**src/rtl/ihc_pkg.sv**
```systemverilog
// Shared types and constants for the IPv4 header check unit.
`timescale 1ns / 1ps

package ihc_pkg;

   localparam int unsigned DATA_WIDTH      = 32;
   localparam int unsigned CSR_ADDR_WIDTH  = 3;
   localparam int unsigned POS_WIDTH       = 6;
   localparam int unsigned IHL_WIDTH       = 4;
   localparam int unsigned SUM_WIDTH       = 16;

   localparam logic [3:0]  IP_VERSION      = 4'd4;
   localparam logic [3:0]  MIN_IHL         = 4'd5;
   localparam logic [23:0] BCAST_MASK      = 24'hffffff;

   localparam logic [POS_WIDTH-1:0] POS_TTL     = 6'd8;
   localparam logic [POS_WIDTH-1:0] POS_CSUM_HI = 6'd10;
   localparam logic [POS_WIDTH-1:0] POS_CSUM_LO = 6'd11;
   localparam logic [POS_WIDTH-1:0] POS_DEST_LO = 6'd16;
   localparam logic [POS_WIDTH-1:0] POS_DEST_HI = 6'd19;
   localparam logic [POS_WIDTH-2:0] WORD_CSUM   = 5'd5;

   typedef enum logic [2:0] {
      VERDICT_DELIVER = 3'd0,
      VERDICT_VERSION = 3'd1,
      VERDICT_HEADLEN = 3'd2,
      VERDICT_TTL     = 3'd3,
      VERDICT_DEST    = 3'd4,
      VERDICT_CSUM    = 3'd5
   } verdict_type;

   typedef enum logic [0:0] {
      CSR_LOCAL_ADDRESS = 1'b0
   } csr_index_type;

   function automatic logic [SUM_WIDTH-1:0] oc_add(input logic [SUM_WIDTH-1:0] a,
                                                   input logic [SUM_WIDTH-1:0] b);
      logic [SUM_WIDTH:0] s;
      s = {1'b0, a} + {1'b0, b};
      return s[SUM_WIDTH-1:0] + {{(SUM_WIDTH-1){1'b0}}, s[SUM_WIDTH]};
   endfunction

endpackage

```
**src/rtl/ihc_req_if.sv**
```systemverilog
// Input channel carrying one packet byte per word.
`timescale 1ns / 1ps

interface ihc_req_if;
   logic       valid;
   logic       ready;
   logic [7:0] header_byte;
   logic       first_byte;

   modport source (output valid, output header_byte, output first_byte, input ready);
   modport sink   (input valid, input header_byte, input first_byte, output ready);
endinterface

```
**src/rtl/ihc_rsp_if.sv**
```systemverilog
// Result channel carrying one verdict per word.
`timescale 1ns / 1ps

interface ihc_rsp_if;
   logic       valid;
   logic       ready;
   logic [2:0] verdict;

   modport source (output valid, output verdict, input ready);
   modport sink   (input valid, input verdict, output ready);
endinterface

```
**src/rtl/ipv4_header_check_unit.sv**
```systemverilog
// IPv4 header check unit: version, length, TTL, destination and checksum checks.
// An accepted byte goes through the input register, then its verdict into the verdict register.
// Throughput: one byte per cycle while the verdict output is not stalled; the checksum adder
// with end-around carry sits between the input register and the verdict register.
// Reset: synchronous, active high; clears all header state, local_address and both valids.
`timescale 1ns / 1ps

module ipv4_header_check_unit
   import ihc_pkg::*;
(
   input  logic                      clock,
   input  logic                      reset,
   ihc_req_if.sink                   req_chan,
   ihc_rsp_if.source                 rsp_chan,
   input  logic                      csr_psel,
   input  logic                      csr_penable,
   input  logic                      csr_pwrite,
   input  logic [CSR_ADDR_WIDTH-1:0] csr_paddr,
   input  logic [DATA_WIDTH-1:0]     csr_pwdata,
   output logic [DATA_WIDTH-1:0]     csr_prdata,
   output logic                      csr_pready
);

   logic [DATA_WIDTH-1:0] local_address_ff;
   logic                  csr_write;
   logic                  csr_hit;

   logic       in_valid_ff;
   logic [7:0] in_byte_ff;
   logic       in_first_ff;

   logic       out_valid_ff, out_valid_in;
   verdict_type verdict_ff, verdict_in;

   logic [POS_WIDTH-1:0] byte_pos_ff, byte_pos_in;
   logic [IHL_WIDTH-1:0] header_words_ff, header_words_in;
   logic [SUM_WIDTH-1:0] sum_ff, sum_in;
   logic [7:0]           high_byte_ff, high_byte_in;
   logic [SUM_WIDTH-1:0] csum_ff, csum_in;
   logic [31:0]          dest_ff, dest_in;
   logic                 ttl_zero_ff, ttl_zero_in;
   logic                 in_header_ff, in_header_in;

   logic out_free;
   logic advance;
   logic emit;
   logic last_byte;

   assign csr_pready = 1'b1;
   assign csr_hit    = (csr_paddr[CSR_ADDR_WIDTH-1] == CSR_LOCAL_ADDRESS);
   assign csr_write  = csr_psel & csr_penable & csr_pwrite & csr_pready & csr_hit;
   assign csr_prdata = csr_hit ? local_address_ff : '0;

   always_ff @(posedge clock) begin
      if (reset) begin
         local_address_ff <= '0;
      end else if (csr_write) begin
         local_address_ff <= csr_pwdata;
      end
   end

   assign out_free       = ~out_valid_ff | rsp_chan.ready;
   assign advance        = in_valid_ff & out_free;
   assign req_chan.ready = ~reset & (~in_valid_ff | out_free);

   always_ff @(posedge clock) begin
      if (reset) begin
         in_valid_ff <= 1'b0;
      end else if (req_chan.ready) begin
         in_valid_ff <= req_chan.valid;
      end
   end

   always_ff @(posedge clock) begin
      if (req_chan.ready & req_chan.valid) begin
         in_byte_ff  <= req_chan.header_byte;
         in_first_ff <= req_chan.first_byte;
      end
   end

   assign last_byte = ({1'b0, byte_pos_ff} + 7'd1) >= {1'b0, header_words_ff, 2'b00};

   always_comb begin
      byte_pos_in     = byte_pos_ff;
      header_words_in = header_words_ff;
      sum_in          = sum_ff;
      high_byte_in    = high_byte_ff;
      csum_in         = csum_ff;
      dest_in         = dest_ff;
      ttl_zero_in     = ttl_zero_ff;
      in_header_in    = in_header_ff;
      emit            = 1'b0;
      verdict_in      = VERDICT_DELIVER;

      if (in_first_ff) begin
         in_header_in    = 1'b0;
         byte_pos_in     = '0;
         sum_in          = '0;
         csum_in         = '0;
         dest_in         = '0;
         ttl_zero_in     = 1'b0;
         high_byte_in    = '0;
         header_words_in = '0;
         if (in_byte_ff[7:4] != IP_VERSION) begin
            emit       = 1'b1;
            verdict_in = VERDICT_VERSION;
         end else if (in_byte_ff[3:0] < MIN_IHL) begin
            emit       = 1'b1;
            verdict_in = VERDICT_HEADLEN;
         end else begin
            header_words_in = in_byte_ff[3:0];
            high_byte_in    = in_byte_ff;
            byte_pos_in     = 6'd1;
            in_header_in    = 1'b1;
         end
      end else if (in_header_ff) begin
         if (byte_pos_ff == POS_TTL) begin
            ttl_zero_in = (in_byte_ff == 8'd0);
         end
         if (byte_pos_ff == POS_CSUM_HI) begin
            csum_in = {in_byte_ff, csum_ff[7:0]};
         end
         if (byte_pos_ff == POS_CSUM_LO) begin
            csum_in = {csum_ff[15:8], in_byte_ff};
         end
         if (byte_pos_ff >= POS_DEST_LO && byte_pos_ff <= POS_DEST_HI) begin
            dest_in = {dest_ff[23:0], in_byte_ff};
         end
         if (!byte_pos_ff[0]) begin
            high_byte_in = in_byte_ff;
         end else if (byte_pos_ff[POS_WIDTH-1:1] != WORD_CSUM) begin
            sum_in = oc_add(sum_ff, {high_byte_ff, in_byte_ff});
         end
         if (last_byte) begin
            in_header_in = 1'b0;
            byte_pos_in  = '0;
            emit         = 1'b1;
            if (ttl_zero_ff) begin
               verdict_in = VERDICT_TTL;
            end else if (dest_in != local_address_ff && dest_in[23:0] != BCAST_MASK) begin
               verdict_in = VERDICT_DEST;
            end else if (~sum_in != csum_in) begin
               verdict_in = VERDICT_CSUM;
            end else begin
               verdict_in = VERDICT_DELIVER;
            end
         end else begin
            byte_pos_in = byte_pos_ff + 6'd1;
         end
      end
   end

   always_ff @(posedge clock) begin
      if (reset) begin
         byte_pos_ff     <= '0;
         header_words_ff <= '0;
         sum_ff          <= '0;
         high_byte_ff    <= '0;
         csum_ff         <= '0;
         dest_ff         <= '0;
         ttl_zero_ff     <= 1'b0;
         in_header_ff    <= 1'b0;
      end else if (advance) begin
         byte_pos_ff     <= byte_pos_in;
         header_words_ff <= header_words_in;
         sum_ff          <= sum_in;
         high_byte_ff    <= high_byte_in;
         csum_ff         <= csum_in;
         dest_ff         <= dest_in;
         ttl_zero_ff     <= ttl_zero_in;
         in_header_ff    <= in_header_in;
      end
   end

   always_comb begin
      out_valid_in = out_valid_ff & ~rsp_chan.ready;
      if (advance & emit) begin
         out_valid_in = 1'b1;
      end
   end

   always_ff @(posedge clock) begin
      if (reset) begin
         out_valid_ff <= 1'b0;
      end else begin
         out_valid_ff <= out_valid_in;
      end
   end

   always_ff @(posedge clock) begin
      if (advance & emit) begin
         verdict_ff <= verdict_in;
      end
   end

   assign rsp_chan.valid   = out_valid_ff;
   assign rsp_chan.verdict = verdict_ff;

   a_header_len_valid : assert property (@(posedge clock) disable iff (reset)
      in_header_ff |-> header_words_ff >= MIN_IHL)
      else $error("header length below minimum while in header");

   a_pos_in_range : assert property (@(posedge clock) disable iff (reset)
      in_header_ff |-> (byte_pos_ff != '0) &&
                       ({1'b0, byte_pos_ff} < {1'b0, header_words_ff, 2'b00}))
      else $error("byte position outside header");

   a_no_overwrite : assert property (@(posedge clock) disable iff (reset)
      (out_valid_ff && !rsp_chan.ready) |-> !advance)
      else $error("pending verdict overwritten");

   a_verdict_code : assert property (@(posedge clock) disable iff (reset)
      out_valid_ff |-> verdict_ff <= VERDICT_CSUM)
      else $error("verdict code out of range");

endmodule
```
**src/flat_wrapper.sv**
```systemverilog
// flat-port wrapper written by rule: the top's interface ports become plain ports
module ipv4_header_check_unit_flat import ihc_pkg::*;
  (clock, reset, csr_psel, csr_penable, csr_pwrite, csr_paddr, csr_pwdata, csr_prdata, csr_pready, req_chan_valid, req_chan_header_byte, req_chan_first_byte, req_chan_ready, rsp_chan_valid, rsp_chan_verdict, rsp_chan_ready);
  ihc_req_if req_chan_i ();
  ihc_rsp_if rsp_chan_i ();
  input  logic clock;
  input  logic reset;
  input  logic csr_psel;
  input  logic csr_penable;
  input  logic csr_pwrite;
  input  logic [CSR_ADDR_WIDTH-1:0] csr_paddr;
  input  logic [DATA_WIDTH-1:0] csr_pwdata;
  output logic [DATA_WIDTH-1:0] csr_prdata;
  output logic csr_pready;
  input wire logic [$bits(req_chan_i.valid)-1:0] req_chan_valid;
  input wire logic [$bits(req_chan_i.header_byte)-1:0] req_chan_header_byte;
  input wire logic [$bits(req_chan_i.first_byte)-1:0] req_chan_first_byte;
  output wire logic [$bits(req_chan_i.ready)-1:0] req_chan_ready;
  output wire logic [$bits(rsp_chan_i.valid)-1:0] rsp_chan_valid;
  output wire logic [$bits(rsp_chan_i.verdict)-1:0] rsp_chan_verdict;
  input wire logic [$bits(rsp_chan_i.ready)-1:0] rsp_chan_ready;
  assign req_chan_i.valid = req_chan_valid;
  assign req_chan_i.header_byte = req_chan_header_byte;
  assign req_chan_i.first_byte = req_chan_first_byte;
  assign req_chan_ready = req_chan_i.ready;
  assign rsp_chan_valid = rsp_chan_i.valid;
  assign rsp_chan_verdict = rsp_chan_i.verdict;
  assign rsp_chan_i.ready = rsp_chan_ready;
  ipv4_header_check_unit u_core (.clock(clock), .reset(reset), .req_chan(req_chan_i), .rsp_chan(rsp_chan_i), .csr_psel(csr_psel), .csr_penable(csr_penable), .csr_pwrite(csr_pwrite), .csr_paddr(csr_paddr), .csr_pwdata(csr_pwdata), .csr_prdata(csr_prdata), .csr_pready(csr_pready));
endmodule
```
**config.mk**
```make
export PLATFORM = sky130hd
export DESIGN_NAME = ipv4_header_check_unit_flat
export DESIGN_NICKNAME = d
export VERILOG_FILES = /design/src/rtl/ihc_pkg.sv /design/src/rtl/ihc_req_if.sv /design/src/rtl/ihc_rsp_if.sv /design/src/rtl/ipv4_header_check_unit.sv /design/src/flat_wrapper.sv
export SDC_FILE = /design/constraint.sdc
export NUM_CORES = 1
export LEC_CHECK = 0
export ABC_AREA = 0
export BUFFER_PORTS_ARGS = -buffer_cell sky130_fd_sc_hd__buf_2
export CAP_MARGIN = 20
export CORE_ASPECT_RATIO = 1.75
export CORE_MARGIN = 2
export CORE_UTILIZATION = 23
export CTS_CLUSTER_SIZE = 28
export DETAILED_ROUTE_END_ITERATION = 16
export PLACE_DENSITY_LB_ADDON = 0.05
export SLEW_MARGIN = 25
export SYNTH_ARGS = -nofsm -noshare
export SYNTH_HDL_FRONTEND = slang
export SYNTH_SLANG_ARGS = --single-unit
```
**constraint.sdc**
```tcl
create_clock -name clock -period 10.4 [get_ports clock]
set_input_delay 1.56 -clock clock [delete_from_list [all_inputs] [get_ports clock]]
set_output_delay 1.56 -clock clock [all_outputs]
set_load 0.005 [all_outputs]
```
# After elaboration in Yosys (flattened, before gate mapping)
# Index checks and enable logic that the tools add are counted.
# op_classes
n_addsub,4
mul,0
n_div,0
magnitude_cmp,4
eq_ne,9
n_shift,0
mux,52
bitwise_logic,16
n_reduce_logical,9
# op_table
op,count
two-way mux 16 bit,12
two-way mux 32 bit,6
two-way mux 8 bit,5
!= test 32 bit,1
two-way mux 6 bit,4
!= test 24 bit (second input constant),1
two-way mux 3 bit,7
equality test 6 x 4 -> 1 bit (second input constant),3
adder 16 x 16 -> 17 bit,1
adder 16 x 1 -> 16 bit,1
!= test 16 bit,1
NOT 16 bit,1
two-way mux 1 bit,15
AND 1 bit,8
logical NOT 8 bit,1
two-way mux 4 bit,2
adder 6 x 1 -> 7 bit (second input constant),1
>= comparator 7 x 6 -> 1 bit,1
adder 6 x 1 -> 6 bit (second input constant),1
>= comparator 6 x 5 -> 1 bit (second input constant),1
<= comparator 6 x 5 -> 1 bit (second input constant),1
AND reduction 3 bit,2
!= test 5 x 3 -> 1 bit (second input constant),1
NOT 1 bit,5
other kinds (8),12
# word_totals
register_bits,130
latchBits,0
ram_bits,0
rom_bits,0
inputBits,51
word_cells,108
mem_count,0

# Logic depth before layout (Yosys ltp)
# depth
word_depth,14
depth_mapped,23
mapped_depth_nobuf,22

# Least setup slack after synthesis
# OpenSTA, ideal clock, no wires.
# synth_timing
kind,register to register
start,reg u_core.in_byte_ff[1]
end,reg u_core.verdict_ff[2] (netlist: u_core.rsp_chan.verdict[2]) (data pin)
t_arrival_ps,4849
required_ps,10127
setup_slack_ps,5278
path_stages_with_launch,24
n_path_buf,2
cell_sequence,edfxtp_1 -> clkbuf_1 -> inv_1 -> fa_1 -> and2b_1 -> o221ai_2 -> a2bb2oi_1 -> o21a_1 -> o21ai_0 -> a21oi_1 -> o21ai_0 -> nand2b_1 -> ha_1 -> nor2b_1 -> nor2b_1 -> and3b_1 -> o2111ai_2 -> or4_1 -> buf_6 -> o31a_1 -> o41ai_1 -> mux2i_1 -> o21ai_1 -> a31oi_1
# synth_between
elab_chain_cells,14
elab_cells_between_ends,24
cone_classes,add/sub (2); eq/ne (3); mux (17); bitwise (1); reduce/logical (1)
# synth_rtl
element,line,source
from (decl),ipv4_header_check_unit.sv:29,logic [7:0] in_byte_ff;
from (signal assigned),ipv4_header_check_unit.sv:76,in_byte_ff <= req_chan.header_byte;
adder 16 x 16 -> 17 bit,ihc_pkg.sv:39,"s = {1'b0, a} + {1'b0, b};"
adder 16 x 1 -> 16 bit,ihc_pkg.sv:40,"return s[SUM_WIDTH-1:0] + {{(SUM_WIDTH-1){1'b0}}, s[SUM_WIDTH]};"
two-way mux 16 bit,ipv4_header_check_unit.sv:131,end else if (byte_pos_ff[POS_WIDTH-1:1] != WORD_CSUM) begin
two-way mux 16 bit,ipv4_header_check_unit.sv:129,if (!byte_pos_ff[0]) begin
two-way mux 16 bit,ipv4_header_check_unit.sv:116,end else if (in_header_ff) begin
two-way mux 16 bit,ipv4_header_check_unit.sv:95,if (in_first_ff) begin
NOT 16 bit,ipv4_header_check_unit.sv:142,end else if (~sum_in != csum_in) begin
!= test 16 bit,ipv4_header_check_unit.sv:142,
two-way mux 3 bit,ipv4_header_check_unit.sv:142,
two-way mux 3 bit *,ipv4_header_check_unit.sv:140,end else if (dest_in != local_address_ff && dest_in[23:0] != BCAST_MASK) begin
two-way mux 3 bit *,ipv4_header_check_unit.sv:138,if (ttl_zero_ff) begin
two-way mux 3 bit *,ipv4_header_check_unit.sv:134,if (last_byte) begin
two-way mux 3 bit *,ipv4_header_check_unit.sv:116,
two-way mux 3 bit *,ipv4_header_check_unit.sv:95,
to (signal assigned),ipv4_header_check_unit.sv:192,verdict_ff <= verdict_in;
to (decl),ipv4_header_check_unit.sv:33,"verdict_type verdict_ff, verdict_in;"
# Every way passes the cells marked *; elsewhere a longest branch is shown, timed or not. The select of a mux whose other input is x is not followed.
# A chain may end at the register's enable or synchronous reset.

# Worst setup path after layout
# layout_timing
start,reg u_core.in_byte_ff[0]
end,reg u_core.verdict_ff[2] (netlist: u_core.rsp_chan.verdict[2]) (data pin)
# Same word-level chain as after synthesis.

==> results.cfg <==
[setup_path]
cp-start-kind = flop
required_ns = 10.54
endpoint_kind = flop
r2r_setup_slack_ns = 4.03
crit_fanout = 11
critPathArrivalTime_ns = 6.51
path_class = reg2reg

[synthesis]
synth_top_area_cell = dfxtp_1
yosysUniqueCellTypes = 75
synthesis.nets = 1019
syn_inst = 942
synth_edf_count = 12
yosys-top-cells-area = dfxtp_1 (30%), a22oi_1 (6.7%), mux2i_1 (6.2%), xnor2_1 (6.2%), nor2_1 (5.1%)
synthArstFlopShare = 0
ys_ff_latch = 130
ys.flop_type = dfxtp_1
ys_warn_count = 0
synth_seq_area_share = 0.346
avgSynthCellArea_um2 = 8.35
synth_top_area_share = 0.300
yosysMostFrequentCell = dfxtp_1
synth_top_cells_by_count = dfxtp_1 (118), nor2_1 (106), nand2_1 (98)
synth.cell_area_mm2 = 0.00786

[finish]
fill_cells = 3663
drive_above_1_share = 0.145
finalNetCount = 1082
utilization = 0.279
area_delta_synth_final_pct = 19.6
n_antenna_cell = 0

[sta]
layout_min_cycle_time_ns = 6.37
fin_crit_sh = 0.612
setup_viol = 0
grt_setup_unrepaired = no
tightest_slew_ns = 0.990
slew_headroom = 0.337
timing.setup.tns_ns = 0
fmax_mhz = 157
hold_violations = 0
skew_ns = 0.0129
drv_slew = 0

[detailed_routing]
drt_pass1_iterations = 4
wirelength_um = 28400
drt_iter0_markers = 379
wl_per_cell_um = 19.3
final_antenna_net_count = 0
drc_errors = 0
routed-via-count = 7025
vias_per_cell = 4.77

[global_routing]
grt-ovfl-total = 0
grt_start_max_net_pins = 70
antenna_found_initial = 0
grt_pass1_wl_um = 43500
track_usage = 0.163
grt_pass1_vias = 7121

[cts]
clk_path_buf_depth = 2
cts.htree.levels = 4
postCtsHoldBufs = 0
cts-buffers-inserted = 17
cts_root_buf = clkbuf_16
cts_tree = built
post_cts_buffers = 0
clock_latency_ns = 0.44
clkTransAtPathRegs_ns = 0.06
cts_sinks = 130
cts-resized-gates = 0

[power]
powerDensity_mw_per_mm2 = 132
total_leakage_power_nw = 3.47
peakVddDrop_uv = 118

[hold_path]
holdCritPathClass = reg2reg

[placed_design]
portBuffers = 85
hpwl_um = 21400
gp_congestion = 0.777

[flow_run]
cap_violations = 0

[floorplan]
core_area_mm2 = 0.0337
fp.dieH_um = 249
die_x_um = 144
io_pins = 89
initial_core_util = 0.233
dieArea_mm2 = 0.0357
row_count = 89

[status]
status = finished clean
==> report_power, final <==
| group | internal (W) | switching (W) |
|---|---|---|
| Clock | 0.000407 | 0.000246 |
| Sequential | 0.000511 | 0.00000584 |
| Combinational | 0.0000251 | 0.0000500 |
==> routing by layer <==
| layer | global-route usage | part of all wire | wire length, um |
|---|---|---|---|
| met5 | 0 | 0 | 0 |
| met4 | 0.0664 | 0.034 | 979 |
| met3 | 0.0277 | 0.024 | 690 |
| met2 | 0.306 | 0.55 | 15600 |
| met1 | 0.175 | 0.39 | 11100 |
==> final cells by class <==
class | instances | area (um^2) | share of cell area
Clock buffer | 19 | 443 | 0.0471
Clock inverter | 13 | 183 | 0.0194
Inverter | 24 | 90.1 | 0.00958
Multi-Input combinational cell | 733 | 4860 | 0.517
Sequential cell | 130 | 2720 | 0.290
Tap cell | 455 | 569 | 0.0606
Timing Repair Buffer | 99 | 533 | 0.0567
==> critical path, cell delays in order, from the launching register on <==
cell	delay, ns
edfxtp_1	0.32
buf_4	0.21
ha_1	0.22
inv_1	0.06
fa_1	0.41
and2b_1	0.25
o221ai_2	0.19
a2bb2oi_1	0.52
o21a_1	0.28
o21ai_0	0.09
a21oi_1	0.18
o21ai_0	0.10
nand2b_1	0.29
ha_1	0.20
nor2b_1	0.17
nor2b_1	0.19
and3b_1	0.26
o2111ai_2	0.25
or4_1	0.74
o31a_1	0.36
o41ai_1	0.33
mux2i_1	0.15
o21ai_1	0.17
a31oi_1	0.11
==> cells by family (layout without fill, tap and decap cells) <==
family / count (synthesis) / after routing / share of synthesized area
AO/OA/AOI/OAI: 220 / 220 / 0.187
multiplexers: 51 / 51 / 0.0652
buffers and inverters: 79 / 155 / 0.0393
AND/OR/NAND/NOR: 350 / 350 / 0.214
XOR/XNOR: 85 / 85 / 0.105
other: 1 / 1 / 0.000477
flip-flops: 130 / 130 / 0.346
adder cells (fa/ha/maj): 26 / 26 / 0.0423
==> registers in the layout, indices dropped and copies added, names as in the netlist <==
| register | flops |
|---|---|
| u_core.header_words_ff | 4 |
| u_core.dest_ff | 32 |
| u_core.byte_pos_ff | 6 |
| u_core.csum_ff | 16 |
| u_core.in_header_ff | 1 |
| u_core.rsp_chan.valid | 1 |
| u_core.in_valid_ff | 1 |
| u_core.sum_ff | 16 |
| u_core.high_byte_ff | 8 |
| u_core.ttl_zero_ff | 1 |
| u_core.in_byte_ff | 8 |
| u_core.in_first_ff | 1 |
| u_core.rsp_chan.verdict | 3 |
| u_core.local_address_ff | 32 |
==> placed cells by master, fill, tap and decap left out, types with 5 or more instances in the layout <==
cell type / instances
o21ai_0: 26
a22oi_1: 70
nand4_1: 16
xor2_1: 23
a21oi_1: 66
a31oi_1: 6
nor3_1: 16
edfxtp_1: 12
nand2_1: 98
clkbuf_16: 17
inv_1: 24
buf_2: 84
and3_1: 5
xnor2_1: 56
mux2i_1: 49
nor2b_1: 39
nand3_1: 17
nand2b_1: 8
ha_1: 25
nor2_1: 105
buf_4: 15
nor4_1: 14
dfxtp_1: 118
o211ai_1: 5
==> metrics by stage <==
step,cells,power [W],setup slack (ns),hold slack [ns],cell area (um^2)
3_5_place_dp,1441,0.000605,3.96,0.448,8770
5_1_grt,1473,0.00129,3.52,0.489,9400
4_1_cts,1473,0.00127,3.91,0.457,9400
3_3_place_gp,1441,0.000606,3.91,0.445,8770
6_report,1473,0.00125,4.03,0.454,9400
2_1_floorplan,942,0.000569,5.28,0.432,7860
==> path summary, 6_finish.rpt <==
kind                             startpoint                         end  depth (start not counted)
setup / recovery       u_core.in_byte_ff[0]  u_core.rsp_chan.verdict[2]                         23
setup reg to reg       u_core.in_byte_ff[0]  u_core.rsp_chan.verdict[2]                         23
hold / removal    u_core.header_words_ff[1]   u_core.header_words_ff[1]                          2
hold reg to reg   u_core.header_words_ff[1]   u_core.header_words_ff[1]                          2
Note: power is estimated with default switching activity, not from simulation.
